File: src/hw/rtl/gcl_pkg.sv
`timescale 1ns / 1ps
`default_nettype none
// ----------------------------------------------------------------------------
// gcl_pkg: shared types and tables for the counter line parser
// Character classes passed from the front to the back, the line-form token
// tables, and the result beat layout.
// ----------------------------------------------------------------------------
package gcl_pkg;

  localparam int MID_DEPTH = 4;
  localparam int MID_PTR_W = $clog2(MID_DEPTH);
  localparam int MID_CNT_W = $clog2(MID_DEPTH + 1);

  localparam logic [30:0] ACC_LIMIT = 31'h7FFF_FFFF;
  localparam logic [30:0] CPM_LIMIT = 31'd1000000;
  localparam logic [3:0]  PHASE_FAIL = 4'd15;
  localparam int          MATCH_STEPS = 3;

  typedef enum logic [1:0] {
    FORM_COLON  = 2'd0,
    FORM_DIGITS = 2'd1,
    FORM_PAIR   = 2'd2,
    FORM_NONE   = 2'd3
  } form_t;

  typedef enum logic [2:0] {
    LIT_OTHER,
    LIT_C,
    LIT_P,
    LIT_M,
    LIT_S,
    LIT_COLON,
    LIT_COMMA
  } lit_t;

  typedef enum logic [1:0] {
    TK_END,
    TK_LIT,
    TK_WS,
    TK_NUM
  } tok_kind_t;

  typedef struct packed {
    tok_kind_t kind;
    lit_t      lit;
  } token_t;

  typedef struct packed {
    logic       last;
    logic       legal;
    logic       crlf;
    logic       is_digit;
    logic [3:0] digit;
    logic       is_space;
    logic       is_plus;
    logic       is_minus;
    lit_t       lit;
  } char_class_t;

  typedef struct packed {
    logic        accepted;
    logic [19:0] cpm_value;
    logic        cps_present;
    logic [30:0] cps_value;
  } result_t;

  function automatic logic [3:0] form_length(input form_t form);
    logic [3:0] len;
    case (form)
      FORM_COLON:  len = 4'd6;
      FORM_DIGITS: len = 4'd1;
      FORM_PAIR:   len = 4'd14;
      default:     len = 4'd0;
    endcase
    return len;
  endfunction

  function automatic token_t form_token(input form_t form, input logic [3:0] idx);
    token_t t;
    t = '{kind: TK_END, lit: LIT_OTHER};
    case (form)
      FORM_COLON: begin
        case (idx)
          4'd0: t = '{kind: TK_LIT, lit: LIT_C};
          4'd1: t = '{kind: TK_LIT, lit: LIT_P};
          4'd2: t = '{kind: TK_LIT, lit: LIT_M};
          4'd3: t = '{kind: TK_LIT, lit: LIT_COLON};
          4'd4: t = '{kind: TK_WS, lit: LIT_OTHER};
          4'd5: t = '{kind: TK_NUM, lit: LIT_OTHER};
          default: t = '{kind: TK_END, lit: LIT_OTHER};
        endcase
      end
      FORM_DIGITS: begin
        if (idx == 4'd0) t = '{kind: TK_NUM, lit: LIT_OTHER};
      end
      FORM_PAIR: begin
        case (idx)
          4'd0:  t = '{kind: TK_LIT, lit: LIT_C};
          4'd1:  t = '{kind: TK_LIT, lit: LIT_P};
          4'd2:  t = '{kind: TK_LIT, lit: LIT_S};
          4'd3:  t = '{kind: TK_LIT, lit: LIT_COMMA};
          4'd4:  t = '{kind: TK_WS, lit: LIT_OTHER};
          4'd5:  t = '{kind: TK_NUM, lit: LIT_OTHER};
          4'd6:  t = '{kind: TK_LIT, lit: LIT_COMMA};
          4'd7:  t = '{kind: TK_WS, lit: LIT_OTHER};
          4'd8:  t = '{kind: TK_LIT, lit: LIT_C};
          4'd9:  t = '{kind: TK_LIT, lit: LIT_P};
          4'd10: t = '{kind: TK_LIT, lit: LIT_M};
          4'd11: t = '{kind: TK_LIT, lit: LIT_COMMA};
          4'd12: t = '{kind: TK_WS, lit: LIT_OTHER};
          4'd13: t = '{kind: TK_NUM, lit: LIT_OTHER};
          default: t = '{kind: TK_END, lit: LIT_OTHER};
        endcase
      end
      default: t = '{kind: TK_END, lit: LIT_OTHER};
    endcase
    return t;
  endfunction

endpackage
`default_nettype wire

File: src/hw/rtl/gcl_front.sv
`timescale 1ns / 1ps
`default_nettype none
// ----------------------------------------------------------------------------
// gcl_front: character intake and classification
// Accepts one byte per cycle unless full, sorts it into character classes and
// holds the classified beat in a register until the middle queue takes it.
// ----------------------------------------------------------------------------
module gcl_front (
  input  wire logic                 clk,
  input  wire logic                 rst,
  input  wire logic                 push,
  output logic                      full,
  input  wire logic [7:0]           char_code,
  input  wire logic                 last_char,
  output logic                      out_valid,
  output gcl_pkg::char_class_t      out_class,
  input  wire logic                 out_full
);
  import gcl_pkg::*;

  logic        hold_valid;
  logic        hold_valid_next;
  char_class_t hold_class;
  char_class_t cls;
  logic        take;

  always_comb begin
    cls.last     = last_char;
    cls.legal    = (char_code inside {[8'h20:8'h7E]}) || char_code == 8'h0D ||
                   char_code == 8'h0A;
    cls.crlf     = char_code == 8'h0D || char_code == 8'h0A;
    cls.is_digit = char_code inside {[8'h30:8'h39]};
    cls.digit    = char_code[3:0];
    cls.is_space = char_code == 8'h20 || (char_code inside {[8'h09:8'h0D]});
    cls.is_plus  = char_code == 8'h2B;
    cls.is_minus = char_code == 8'h2D;
    case (char_code)
      8'h43:   cls.lit = LIT_C;
      8'h50:   cls.lit = LIT_P;
      8'h4D:   cls.lit = LIT_M;
      8'h53:   cls.lit = LIT_S;
      8'h3A:   cls.lit = LIT_COLON;
      8'h2C:   cls.lit = LIT_COMMA;
      default: cls.lit = LIT_OTHER;
    endcase
  end

  // The holding register frees up in the same cycle the queue takes it.
  assign full            = hold_valid && out_full;
  assign take            = push && !full;
  assign hold_valid_next = take || (hold_valid && out_full);
  assign out_valid       = hold_valid;
  assign out_class       = hold_class;

  always_ff @(posedge clk) begin
    if (rst) begin
      hold_valid <= 1'b0;
    end else begin
      hold_valid <= hold_valid_next;
    end
  end

  always_ff @(posedge clk) begin
    if (take) begin
      hold_class <= cls;
    end
  end

endmodule
`default_nettype wire

File: src/hw/rtl/gcl_fifo.sv
`timescale 1ns / 1ps
`default_nettype none
// ----------------------------------------------------------------------------
// gcl_fifo: queue of classified characters
// A short queue between the front and the back so that each side can stall
// on its own.
// ----------------------------------------------------------------------------
module gcl_fifo (
  input  wire logic                 clk,
  input  wire logic                 rst,
  input  wire logic                 wr_valid,
  input  gcl_pkg::char_class_t      wr_data,
  output logic                      full,
  output logic                      rd_valid,
  output gcl_pkg::char_class_t      rd_data,
  input  wire logic                 rd_take
);
  import gcl_pkg::*;

  char_class_t            slots [MID_DEPTH];
  logic [MID_PTR_W-1:0]   wr_ptr;
  logic [MID_PTR_W-1:0]   rd_ptr;
  logic [MID_CNT_W-1:0]   count;
  logic                   do_wr;
  logic                   do_rd;

  assign full     = count == MID_CNT_W'(MID_DEPTH);
  assign rd_valid = count != '0;
  assign rd_data  = slots[rd_ptr];
  assign do_wr    = wr_valid && !full;
  assign do_rd    = rd_take && rd_valid;

  always_ff @(posedge clk) begin
    if (rst) begin
      wr_ptr <= '0;
      rd_ptr <= '0;
      count  <= '0;
    end else begin
      if (do_wr) wr_ptr <= wr_ptr + MID_PTR_W'(1);
      if (do_rd) rd_ptr <= rd_ptr + MID_PTR_W'(1);
      case ({do_wr, do_rd})
        2'b10:   count <= count + MID_CNT_W'(1);
        2'b01:   count <= count - MID_CNT_W'(1);
        default: count <= count;
      endcase
    end
  end

  always_ff @(posedge clk) begin
    if (do_wr) begin
      slots[wr_ptr] <= wr_data;
    end
  end

endmodule
`default_nettype wire

File: src/hw/rtl/gcl_back.sv
`timescale 1ns / 1ps
`default_nettype none
// ----------------------------------------------------------------------------
// gcl_back: line matcher and verdict queue
// Walks the selected line form one character per cycle (a closing one waits
// for queue room), sums numbers with saturation, queues one verdict per line.
// ----------------------------------------------------------------------------
module gcl_back (
  input  wire logic                 clk,
  input  wire logic                 rst,
  input  wire logic                 protocol_we,
  input  wire logic [1:0]           protocol_data,
  input  wire logic                 in_valid,
  input  gcl_pkg::char_class_t      in_class,
  output logic                      in_take,
  output logic                      empty,
  input  wire logic                 pop,
  output gcl_pkg::result_t          head
);
  import gcl_pkg::*;

  form_t       protocol;
  logic [3:0]  idx;
  logic        sign;
  logic [30:0] accum;
  logic        neg;
  logic [19:0] cpm_held;
  logic [30:0] cps_held;
  logic        cps_nonneg;
  logic        line_bad;
  logic        digit_seen;

  logic [3:0]  idx_next;
  logic        sign_next;
  logic [30:0] accum_next;
  logic        neg_next;
  logic [19:0] cpm_next;
  logic [30:0] cps_next;
  logic        cps_nonneg_next;
  logic        line_bad_next;
  logic        digit_next;

  logic [3:0]  count;
  logic [34:0] acc_sum;
  logic [30:0] acc_added;
  token_t      tok;
  logic        done;
  logic        neg_eff;
  logic        ok;
  result_t     res_next;
  logic        res_push;

  result_t     res_q [2];
  logic [1:0]  res_count;
  logic        res_full;
  logic        res_pop;
  logic        res_pos;

  assign count   = form_length(protocol);
  assign acc_sum = {1'b0, accum, 3'b000} + {3'b000, accum, 1'b0} +
                   {31'd0, in_class.digit};
  assign acc_added = (acc_sum > {4'd0, ACC_LIMIT}) ? ACC_LIMIT : acc_sum[30:0];

  always_comb begin
    idx_next        = idx;
    sign_next       = sign;
    accum_next      = accum;
    neg_next        = neg;
    cpm_next        = cpm_held;
    cps_next        = cps_held;
    cps_nonneg_next = cps_nonneg;
    digit_next      = digit_seen;
    done            = 1'b0;
    neg_eff         = 1'b0;
    tok             = '{kind: TK_END, lit: LIT_OTHER};
    line_bad_next   = line_bad || !in_class.legal ||
                      (protocol == FORM_DIGITS && !in_class.is_digit && !in_class.crlf);

    // A byte can end a number and then match a literal, or skip a blank
    // token and then start on the next element, so three steps cover it.
    for (int s = 0; s < MATCH_STEPS; s++) begin
      tok = form_token(protocol, idx_next);
      if (!done) begin
        if (idx_next == PHASE_FAIL || idx_next >= count || protocol == FORM_NONE) begin
          done = 1'b1;
        end else begin
          case (tok.kind)
            TK_WS: begin
              if (in_class.is_space) done = 1'b1;
              else idx_next = idx_next + 4'd1;
            end
            TK_LIT: begin
              idx_next = (in_class.lit == tok.lit) ? idx_next + 4'd1 : PHASE_FAIL;
              done     = 1'b1;
            end
            TK_NUM: begin
              if (digit_next) begin
                if (in_class.is_digit) begin
                  accum_next = acc_added;
                  done       = 1'b1;
                end else begin
                  neg_eff = neg_next && accum_next != '0;
                  if (idx_next + 4'd1 == count) begin
                    if (neg_eff || accum_next > CPM_LIMIT) begin
                      idx_next = PHASE_FAIL;
                    end else begin
                      cpm_next = accum_next[19:0];
                      idx_next = idx_next + 4'd1;
                    end
                  end else begin
                    cps_nonneg_next = !neg_eff;
                    cps_next        = neg_eff ? '0 : accum_next;
                    idx_next        = idx_next + 4'd1;
                  end
                  accum_next = '0;
                  neg_next   = 1'b0;
                  digit_next = 1'b0;
                  sign_next  = 1'b0;
                end
              end else begin
                if (in_class.is_digit) begin
                  accum_next = acc_added;
                  digit_next = 1'b1;
                end else if (sign_next) begin
                  idx_next = PHASE_FAIL;
                end else if (in_class.is_plus || in_class.is_minus) begin
                  sign_next = 1'b1;
                  neg_next  = in_class.is_minus;
                end else if (!in_class.is_space) begin
                  idx_next = PHASE_FAIL;
                end
                done = 1'b1;
              end
            end
            default: done = 1'b1;
          endcase
        end
      end
    end

    // At the end of the line a number still being read is closed.
    tok = form_token(protocol, idx_next);
    if (in_class.last && idx_next != PHASE_FAIL && idx_next < count && digit_next &&
        tok.kind == TK_NUM) begin
      neg_eff = neg_next && accum_next != '0;
      if (idx_next + 4'd1 == count) begin
        if (neg_eff || accum_next > CPM_LIMIT) begin
          idx_next = PHASE_FAIL;
        end else begin
          cpm_next = accum_next[19:0];
          idx_next = idx_next + 4'd1;
        end
      end else begin
        cps_nonneg_next = !neg_eff;
        cps_next        = neg_eff ? '0 : accum_next;
        idx_next        = idx_next + 4'd1;
      end
    end

    ok = protocol != FORM_NONE && !line_bad_next && idx_next != PHASE_FAIL &&
         idx_next == count;
    res_next.accepted    = ok;
    res_next.cpm_value   = ok ? cpm_next : '0;
    res_next.cps_present = ok && protocol == FORM_PAIR && cps_nonneg_next;
    res_next.cps_value   = res_next.cps_present ? cps_next : '0;
  end

  // Only a closing byte needs room in the verdict queue.
  assign res_full = res_count == 2'd2;
  assign in_take  = in_valid && (!in_class.last || !res_full);
  assign res_push = in_take && in_class.last;
  assign res_pop  = pop && !empty;
  assign res_pos  = res_pop ? 1'b0 : res_count[0];
  assign empty    = res_count == 2'd0;
  assign head     = res_q[0];

  always_ff @(posedge clk) begin
    if (rst) begin
      protocol   <= FORM_COLON;
      idx        <= '0;
      sign       <= 1'b0;
      accum      <= '0;
      neg        <= 1'b0;
      cpm_held   <= '0;
      cps_held   <= '0;
      cps_nonneg <= 1'b0;
      line_bad   <= 1'b0;
      digit_seen <= 1'b0;
    end else if (protocol_we || (in_take && in_class.last)) begin
      if (protocol_we) protocol <= form_t'(protocol_data);
      idx        <= '0;
      sign       <= 1'b0;
      accum      <= '0;
      neg        <= 1'b0;
      cpm_held   <= '0;
      cps_held   <= '0;
      cps_nonneg <= 1'b0;
      line_bad   <= 1'b0;
      digit_seen <= 1'b0;
    end else if (in_take) begin
      idx        <= idx_next;
      sign       <= sign_next;
      accum      <= accum_next;
      neg        <= neg_next;
      cpm_held   <= cpm_next;
      cps_held   <= cps_next;
      cps_nonneg <= cps_nonneg_next;
      line_bad   <= line_bad_next;
      digit_seen <= digit_next;
    end
  end

  always_ff @(posedge clk) begin
    if (rst) begin
      res_count <= '0;
    end else begin
      case ({res_push, res_pop})
        2'b10:   res_count <= res_count + 2'd1;
        2'b01:   res_count <= res_count - 2'd1;
        default: res_count <= res_count;
      endcase
    end
  end

  // A new verdict that lands in the head slot takes priority over the shift.
  always_ff @(posedge clk) begin
    if (res_push && !res_pos) begin
      res_q[0] <= res_next;
    end else if (res_pop) begin
      res_q[0] <= res_q[1];
    end
    if (res_push && res_pos) begin
      res_q[1] <= res_next;
    end
  end

  a_cps_needs_accept: assert property (@(posedge clk) disable iff (rst)
    res_push && res_next.cps_present |-> res_next.accepted)
    else $error("cps reported on a rejected line");

  a_cpm_in_range: assert property (@(posedge clk) disable iff (rst)
    res_push && res_next.accepted |-> {11'd0, res_next.cpm_value} <= CPM_LIMIT)
    else $error("accepted cpm out of range");

  a_form_none_rejects: assert property (@(posedge clk) disable iff (rst)
    res_push && protocol == FORM_NONE |-> !res_next.accepted)
    else $error("line accepted with no parser selected");

  a_no_push_when_full: assert property (@(posedge clk) disable iff (rst)
    res_full |-> !res_push)
    else $error("verdict written into a full queue");

  a_line_state_cleared: assert property (@(posedge clk) disable iff (rst)
    in_take && in_class.last |=> idx == '0 && !digit_seen && !line_bad)
    else $error("line state not cleared after the closing byte");

endmodule
`default_nettype wire

File: src/hw/rtl/geiger_count_line_parser_unit.sv
`timescale 1ns / 1ps
`default_nettype none
// ----------------------------------------------------------------------------
// geiger_count_line_parser_unit: counter text line checker and parser
// Takes a line one byte per beat and queues one verdict per line.
//
//   channel   signals                                  direction
//   -------   --------------------------------------   ---------
//   input     push/full, char_code, last_char          in
//   result    empty/pop, accepted, cpm_value,          out
//             cps_present, cps_value
//   config    protocol_we, protocol                    in
//
// One byte is taken every cycle while full is low; the matcher settles a
// byte through the token walk and the multiply-by-ten accumulate in the back.
// A verdict reaches the result queue via the front register and byte queue.
// Reset clears the queues and the line state and selects the colon form.
// Pop stalls fill the two-entry verdict queue and then the byte queue.
// ----------------------------------------------------------------------------
module geiger_count_line_parser_unit (
  input  wire logic        clk,
  input  wire logic        rst,
  input  wire logic        push,
  output logic             full,
  input  wire logic [7:0]  char_code,
  input  wire logic        last_char,
  output logic             empty,
  input  wire logic        pop,
  output logic             accepted,
  output logic [19:0]      cpm_value,
  output logic             cps_present,
  output logic [30:0]      cps_value,
  input  wire logic        protocol_we,
  input  wire logic [1:0]  protocol
);
  import gcl_pkg::*;

  logic        front_valid;
  char_class_t front_class;
  logic        mid_full;
  logic        mid_valid;
  char_class_t mid_class;
  logic        mid_take;
  result_t     head;

  gcl_front u_front (
    .clk       (clk),
    .rst       (rst),
    .push      (push),
    .full      (full),
    .char_code (char_code),
    .last_char (last_char),
    .out_valid (front_valid),
    .out_class (front_class),
    .out_full  (mid_full)
  );

  gcl_fifo u_fifo (
    .clk      (clk),
    .rst      (rst),
    .wr_valid (front_valid),
    .wr_data  (front_class),
    .full     (mid_full),
    .rd_valid (mid_valid),
    .rd_data  (mid_class),
    .rd_take  (mid_take)
  );

  gcl_back u_back (
    .clk           (clk),
    .rst           (rst),
    .protocol_we   (protocol_we),
    .protocol_data (protocol),
    .in_valid      (mid_valid),
    .in_class      (mid_class),
    .in_take       (mid_take),
    .empty         (empty),
    .pop           (pop),
    .head          (head)
  );

  assign accepted    = head.accepted;
  assign cpm_value   = head.cpm_value;
  assign cps_present = head.cps_present;
  assign cps_value   = head.cps_value;

endmodule
`default_nettype wire

File: config.mk
export PLATFORM = sky130hd
export DESIGN_NAME = geiger_count_line_parser_unit
export DESIGN_NICKNAME = d
export VERILOG_FILES = /design/src/hw/rtl/gcl_pkg.sv /design/src/hw/rtl/gcl_front.sv /design/src/hw/rtl/gcl_fifo.sv /design/src/hw/rtl/gcl_back.sv /design/src/hw/rtl/geiger_count_line_parser_unit.sv
export SDC_FILE = /design/constraint.sdc
export NUM_CORES = 1
export LEC_CHECK = 0
export BUFFER_PORTS_ARGS = -buffer_cell sky130_fd_sc_hd__buf_2
export CAP_MARGIN = 10
export CORE_UTILIZATION = 40
export CTS_CLUSTER_SIZE = 24
export DETAILED_ROUTE_END_ITERATION = 8
export GPL_ROUTABILITY_DRIVEN = 0
export SETUP_SLACK_MARGIN = 0.02
export SYNTH_ARGS = -nofsm -noshare
export SYNTH_HDL_FRONTEND = slang
export SYNTH_SLANG_ARGS = --single-unit
File: constraint.sdc
create_clock -name clk -period 14.3 [get_ports clk]
set_clock_uncertainty 0.2 [all_clocks]
set_input_delay 3.575 -clock clk [delete_from_list [all_inputs] [get_ports clk]]
set_output_delay 3.575 -clock clk [all_outputs]
set_load 0.02 [all_outputs]
Word level (Yosys, flattened, before mapping)
Memories as Yosys holds them, arrays and structs flattened. A register that Yosys moved wholly into a read port is not among the register bits.
Cells that the tools add are included.
{"block": "op_classes", "addsub": 12, "magnitude_cmp": 15, "n_eq_ne": 64, "n_mux": 219, "bitwise_logic": 1, "n_reduce_logical": 77}
{"cell": "31-bit two-way mux", "count": 40}
{"cell": "20-bit two-way mux", "count": 24}
{"cell": "4-bit two-way mux", "count": 40}
{"cell": "31-bit by 20-bit greater-than comparator with 1-bit output, second input constant", "count": 4}
{"cell": "31-bit nonzero test", "count": 4}
{"cell": "5-bit case mux with 6 select lines", "count": 4}
{"cell": "53-bit two-way mux", "count": 2}
{"cell": "1-bit two-way mux", "count": 90}
{"cell": "5-bit case mux with 3 select lines", "count": 4}
{"cell": "53-bit OR reduction", "count": 1}
{"cell": "4-bit case mux with 3 select lines", "count": 4}
{"cell": "8-bit by 6-bit == test with 1-bit output, second input constant", "count": 5}
{"cell": "34-bit by 32-bit adder with 35-bit output", "count": 1}
{"cell": "35-bit by 4-bit adder with 35-bit output", "count": 1}
{"cell": "35-bit by 31-bit greater-than comparator with 1-bit output, second input constant", "count": 1}
{"cell": "4-bit by 2-bit == test with 1-bit output, second input constant", "count": 8}
{"cell": "4-bit by 3-bit == test with 1-bit output, second input constant", "count": 8}
{"cell": "8-bit by 7-bit == test with 1-bit output, second input constant", "count": 4}
{"cell": "1-bit logical AND", "count": 27}
{"cell": "2-bit == test, second input constant", "count": 12}
{"cell": "4-bit == test", "count": 5}
{"cell": "1-bit logical OR", "count": 20}
{"cell": "5-bit two-way mux", "count": 4}
{"cell": "3-bit case mux with 6 select lines", "count": 1}
{"cell": "other kinds (32)", "count": 74}
{"block": "totals", "register_bits": 117, "mem_bits_rw": 162, "mem_bits_ro": 320, "inputBits": 16, "output_inout_bits": 55, "wordCells": 418, "mem_count": 6}
{"memory": "u_back.res_q", "words": 2, "width": 53, "read_ports": 2, "rd_clocked_by_memory_dff": 0, "write_ports": 1, "line_no": "gcl_back.sv:53", "text": "result_t res_q [2];"}
{"memory": "(name not given)", "words": 16, "width": 5, "read_ports": 1, "rd_clocked_by_memory_dff": 1, "write_ports": 0, "line_no": "gcl_pkg.sv:97", "text": "case (idx)"}
{"memory": "(name not given)", "words": 16, "width": 5, "read_ports": 1, "rd_clocked_by_memory_dff": 0, "write_ports": 0, "line_no": "gcl_pkg.sv:97"}
{"memory": "(name not given)", "words": 16, "width": 5, "read_ports": 1, "rd_clocked_by_memory_dff": 0, "write_ports": 0, "line_no": "gcl_pkg.sv:97"}
{"memory": "(name not given)", "words": 16, "width": 5, "read_ports": 1, "rd_clocked_by_memory_dff": 0, "write_ports": 0, "line_no": "gcl_pkg.sv:97"}
{"memory": "u_fifo.slots", "words": 4, "width": 14, "read_ports": 1, "rd_clocked_by_memory_dff": 1, "write_ports": 1, "line_no": "gcl_fifo.sv:20", "text": "char_class_t slots [MID_DEPTH];"}

Logic depth before layout (Yosys ltp)
{"block": "logic_depth", "ltp_word": 40, "mapped_depth": 54, "depth_no_buf": 50}

Hierarchy
Synthesis repeated with hierarchy kept, for this count alone.
{"block": "hier_totals", "hier_cells": 2700, "area_unflattened_um2": 22983.3}
{"module": "gcl_back", "n_inst": 1, "cells_each": 2518, "area_each_um2": 19726.4, "seq_area_each_um2": 5185.0}
{"module": "gcl_fifo", "n_inst": 1, "cells_each": 125, "area_each_um2": 2523.7, "seq_area_each_um2": 1861.8}
{"module": "gcl_front", "n_inst": 1, "cells_each": 57, "area_each_um2": 733.2, "seq_area_each_um2": 440.4}

Least setup slack after synthesis
No wires, ideal clock.
{"block": "synth_path", "path_kind": "register -> register", "startpoint": "register (tool-made name)", "endpoint": "memory u_back.res_q[0][10] in the netlist's numbering, data pin", "setup_ns": 0.169, "t_arrival_ns": 10.435, "required_time_ns": 13.931, "slack_ns": 3.496, "stages_incl_launch_ff": 42, "n_path_buf": 5, "synth_period_minus_slack_ns": 10.804, "cell_sequence": "dfxtp_1 > buf_6 > buf_2 > mux4_2 > inv_1 > fa_1 > fa_1 > nor2b_1 > o2111ai_1 > a21boi_2 > o211ai_1 > a22oi_1 > xnor2_2 > nand3_1 > o32a_1 > o41a_1 > or4_1 > a211o_1 > [6 not listed] > a2111oi_0 > a21o_1 > a31oi_1 > nor2_1 > inv_1 > ha_1 > nor2b_1 > o21a_1 > o21ai_0 > o2111ai_1 > or4_4 > a32oi_4 > nor3b_2 > mux2i_1 > clkbuf_1 > clkbuf_1 > nand3_1 > o31ai_1"}
{"item": "end: declaration", "line_no": "gcl_back.sv:53"}

==> run_results.csv <==
group,metric,value,unit
outcome,status,"complete, no violations",
run,drv_cap,0,
hold_path,hp-class,"register to register",
timing,worst_pin_slew,1328,ps
floorplanning,core_region_area,0.05781,sq mm
critical_path,cp_max_fo,31,
detailed_routing,vias,22930,
detailed_routing,drt_iter0_markers,3114,
detailed_routing,drc,0,
floorplanning,die_y,244.2,microns
logic_synthesis,synthTopCellsByArea,"edfxtp_1 (23%), dfxtp_1 (9.4%), ha_1 (5.5%), nor2_1 (4.5%), nand2_1 (4.5%)",
logic_synthesis,synth_top_cell_area_share,0.2253,
critical_path,start_kind,"register",
critical_path,r2r_cells,41,
timing,rsz0062_at_grt,"no",
critical_path,max_stage_delay,760,ps
timing,fmax,0.07626,GHz
global_route,grt_antenna_before_repair,0,
finish,mostFrequentLayoutCells,"nor2_1 (281), nand2_1 (278), a21oi_1 (184), edfxtp_1 (176), o21ai_0 (113)",
place,hpwl,56590,microns
logic_synthesis,netlist_area,0.02346,sq mm
logic_synthesis,synth_ff_type,"edfxtp_1",
finish,final_util,0.4374,
floorplanning,die_w,244.2,microns
detailed_routing,drt_wl_total,81550,microns
logic_synthesis,yosys_warnings,0,
critical_path,end_kind,"register",
logic_synthesis,synth_edf_count,176,
finish,drive_gt1_frac,0.1396,
global_route,grtUsageTotal,0.2659,
logic_synthesis,yosysSeqAreaShare,0.3192,
logic_synthesis,synth_cells,2757,
timing,hold_viol,0,
timing,setup_viol,0,
logic_synthesis,synthArstFlopShare,0,
clock_tree,numCtsBuffers,35,
detailed_routing,wl_per_cell,23.53,microns
global_route,grt_max_degree,88,
timing,finalCriticalPeriod,13110,ps
finish,num_antenna_cells,0,
clock_tree,ctsHoldBuffers,0,
floorplanning,dieArea,0.05961,sq mm
global_route,grt_pass1_vias,21530,
global_route,grt_overflow,0,
clock_tree,cts-root-buf,"clkbuf_16",
logic_synthesis,synth_seq_cells,286,
critical_path,worst_path_max_delay_cell,"a31oi_1",
finish,syn2layout_area_growth,7.804,%
floorplanning,initial_core_util,0.4058,
clock_tree,htreeDepth,2,
timing,drv_slew,0,
clock_tree,clk_path_buf_depth,3,
logic_synthesis,syn_area_per_cell,8.508,sq um
clock_tree,cts_tree,"yes",
timing,maxSlewHeadroom,0.1147,
clock_tree,postCtsSetupRepairBufs,0,
finish,nNetsFinal,2796,
detailed_routing,viasPerCell,6.616,
critical_path,worstPathRequired,14480,ps
logic_synthesis,yosysUniqueCellTypes,120,
hold_path,whs_path_depth,2,
detailed_routing,ant_nets,0,
detailed_routing,first_pass_iters,7,
clock_tree,insertion_delay,570,ps
finish,fillers,5647,
floorplanning,num_rows,88,
critical_path,crit_arrival,13300,ps
timing,tns,0,ps
global_route,grt_pass1_wl,125700,microns
logic_synthesis,synth_top_area_cell,"edfxtp_1",
floorplanning,io_pins,71,
critical_path,crit_type,"register to register",
clock_tree,cts.sinks,286,
timing,period_share,0.9170,
logic_synthesis,synth_nets,2880,
finish,final_common_cell,"nor2_1",
place,port_buffers,70,
clock_tree,postCtsResizedCells,0,
clock_tree,clk_pin_slew,60,ps
-- routing by layer --
layer / track usage / wire (microns) / part of all wire
met1: 0.3446 / 32410 / 0.40
met2: 0.4204 / 36910 / 0.45
met3: 0.04818 / 7541 / 0.092
met4: 0.1410 / 4679 / 0.057
met5: 0 / 0 / 0
-- registers in the layout, summed over array words and instances (netlist names), named ones only --
name	cells
u_back.accum	31
u_back.cpm_held	20
u_back.cps_held	31
u_back.cps_nonneg	1
u_back.digit_seen	1
u_back.idx	4
u_back.line_bad	1
u_back.neg	1
u_back.protocol	2
u_back.res_count	2
u_back.res_q	106
u_back.sign	1
u_fifo.count	3
u_fifo.rd_ptr	2
u_fifo.slots	56
u_fifo.wr_ptr	2
u_front.out_class	14
u_front.out_valid	1
-- critical path: cells and delay by family (launching register included) --
family / cells / cell delay [ps]
AND/OR/NAND/NOR: 11 / 2770
multiplexers: 2 / 1140
flip-flops: 1 / 690
AO/OA/AOI/OAI: 18 / 5140
adder cells (fa/ha/maj): 4 / 1520
XOR/XNOR: 1 / 150
buffers and inverters: 5 / 1260
-- kinds of logic (layout without fill, tap and decap cells) --
kind of cell	after synthesis	count (layout)	synth area share
AND/OR/NAND/NOR	1056	1056	0.2260
AO/OA/AOI/OAI	832	832	0.2520
buffers and inverters	309	252	0.06406
flip-flops	286	286	0.3192
multiplexers	129	129	0.06561
adder cells (fa/ha/maj)	107	107	0.05804
XOR/XNOR	38	38	0.01510
-- per-stage QoR --
step	hold WS, ps	cells	cell area (sq um)	setup WS (ps)
6_report	257.1	3465	25290	1186
5_1_grt	276.7	3465	25290	313.7
4_1_cts	258.0	3465	25290	1421
3_5_place_dp	250.3	3401	24090	1478
3_3_place_gp	244.0	3401	24090	1655
2_1_floorplan	235.7	2757	23460	3496
-- layout make-up --
| type | instances | area, sq um | area share |
|---|---|---|---|
| Clock inverter | 20 | 255.2 | 0.01009 |
| Sequential cell | 286 | 7487 | 0.2961 |
| Multi-Input combinational cell | 2162 | 14600 | 0.5774 |
| Inverter | 58 | 220.2 | 0.008709 |
| Clock buffer | 44 | 940.9 | 0.03721 |
| Timing Repair Buffer | 130 | 825.8 | 0.03266 |
| Tap cell | 765 | 957.2 | 0.03785 |
-- cell usage after synthesis, drive strengths merged (24+ instances only) --
| library cell | number |
|---|---|
| nor2 | 286 |
| nand2 | 280 |
| a21oi | 192 |
| edfxtp | 176 |
| o21ai | 133 |
| buf | 132 |
| clkbuf | 119 |
| nor3 | 118 |
| dfxtp | 110 |
| ha | 104 |
| nand3 | 104 |
| o31ai | 70 |
| mux2i | 67 |
| a211oi | 57 |
| inv | 57 |
| and3 | 50 |
| o22ai | 49 |
| mux2 | 48 |
| a22oi | 43 |
| nand4 | 39 |
| a22o | 31 |
| and2 | 30 |
| nor4 | 27 |
| or3 | 27 |
| a21o | 26 |
| nor3b | 24 |
| o211ai | 24 |
-- worst paths after layout --
kind | startpoint | endpoint | slack [ps]
worst max-delay path | register | u_back.res_q[0][29] | 1190
worst max register to register | register | u_back.res_q[0][29] | 1190
worst min-delay path | u_back.cps_nonneg | u_back.cps_nonneg | 260
worst min register to register | u_back.cps_nonneg | u_back.cps_nonneg | 260
Power is not shown: default switching activity piles up to over one toggle a cycle in this logic, so the estimate is an artifact.
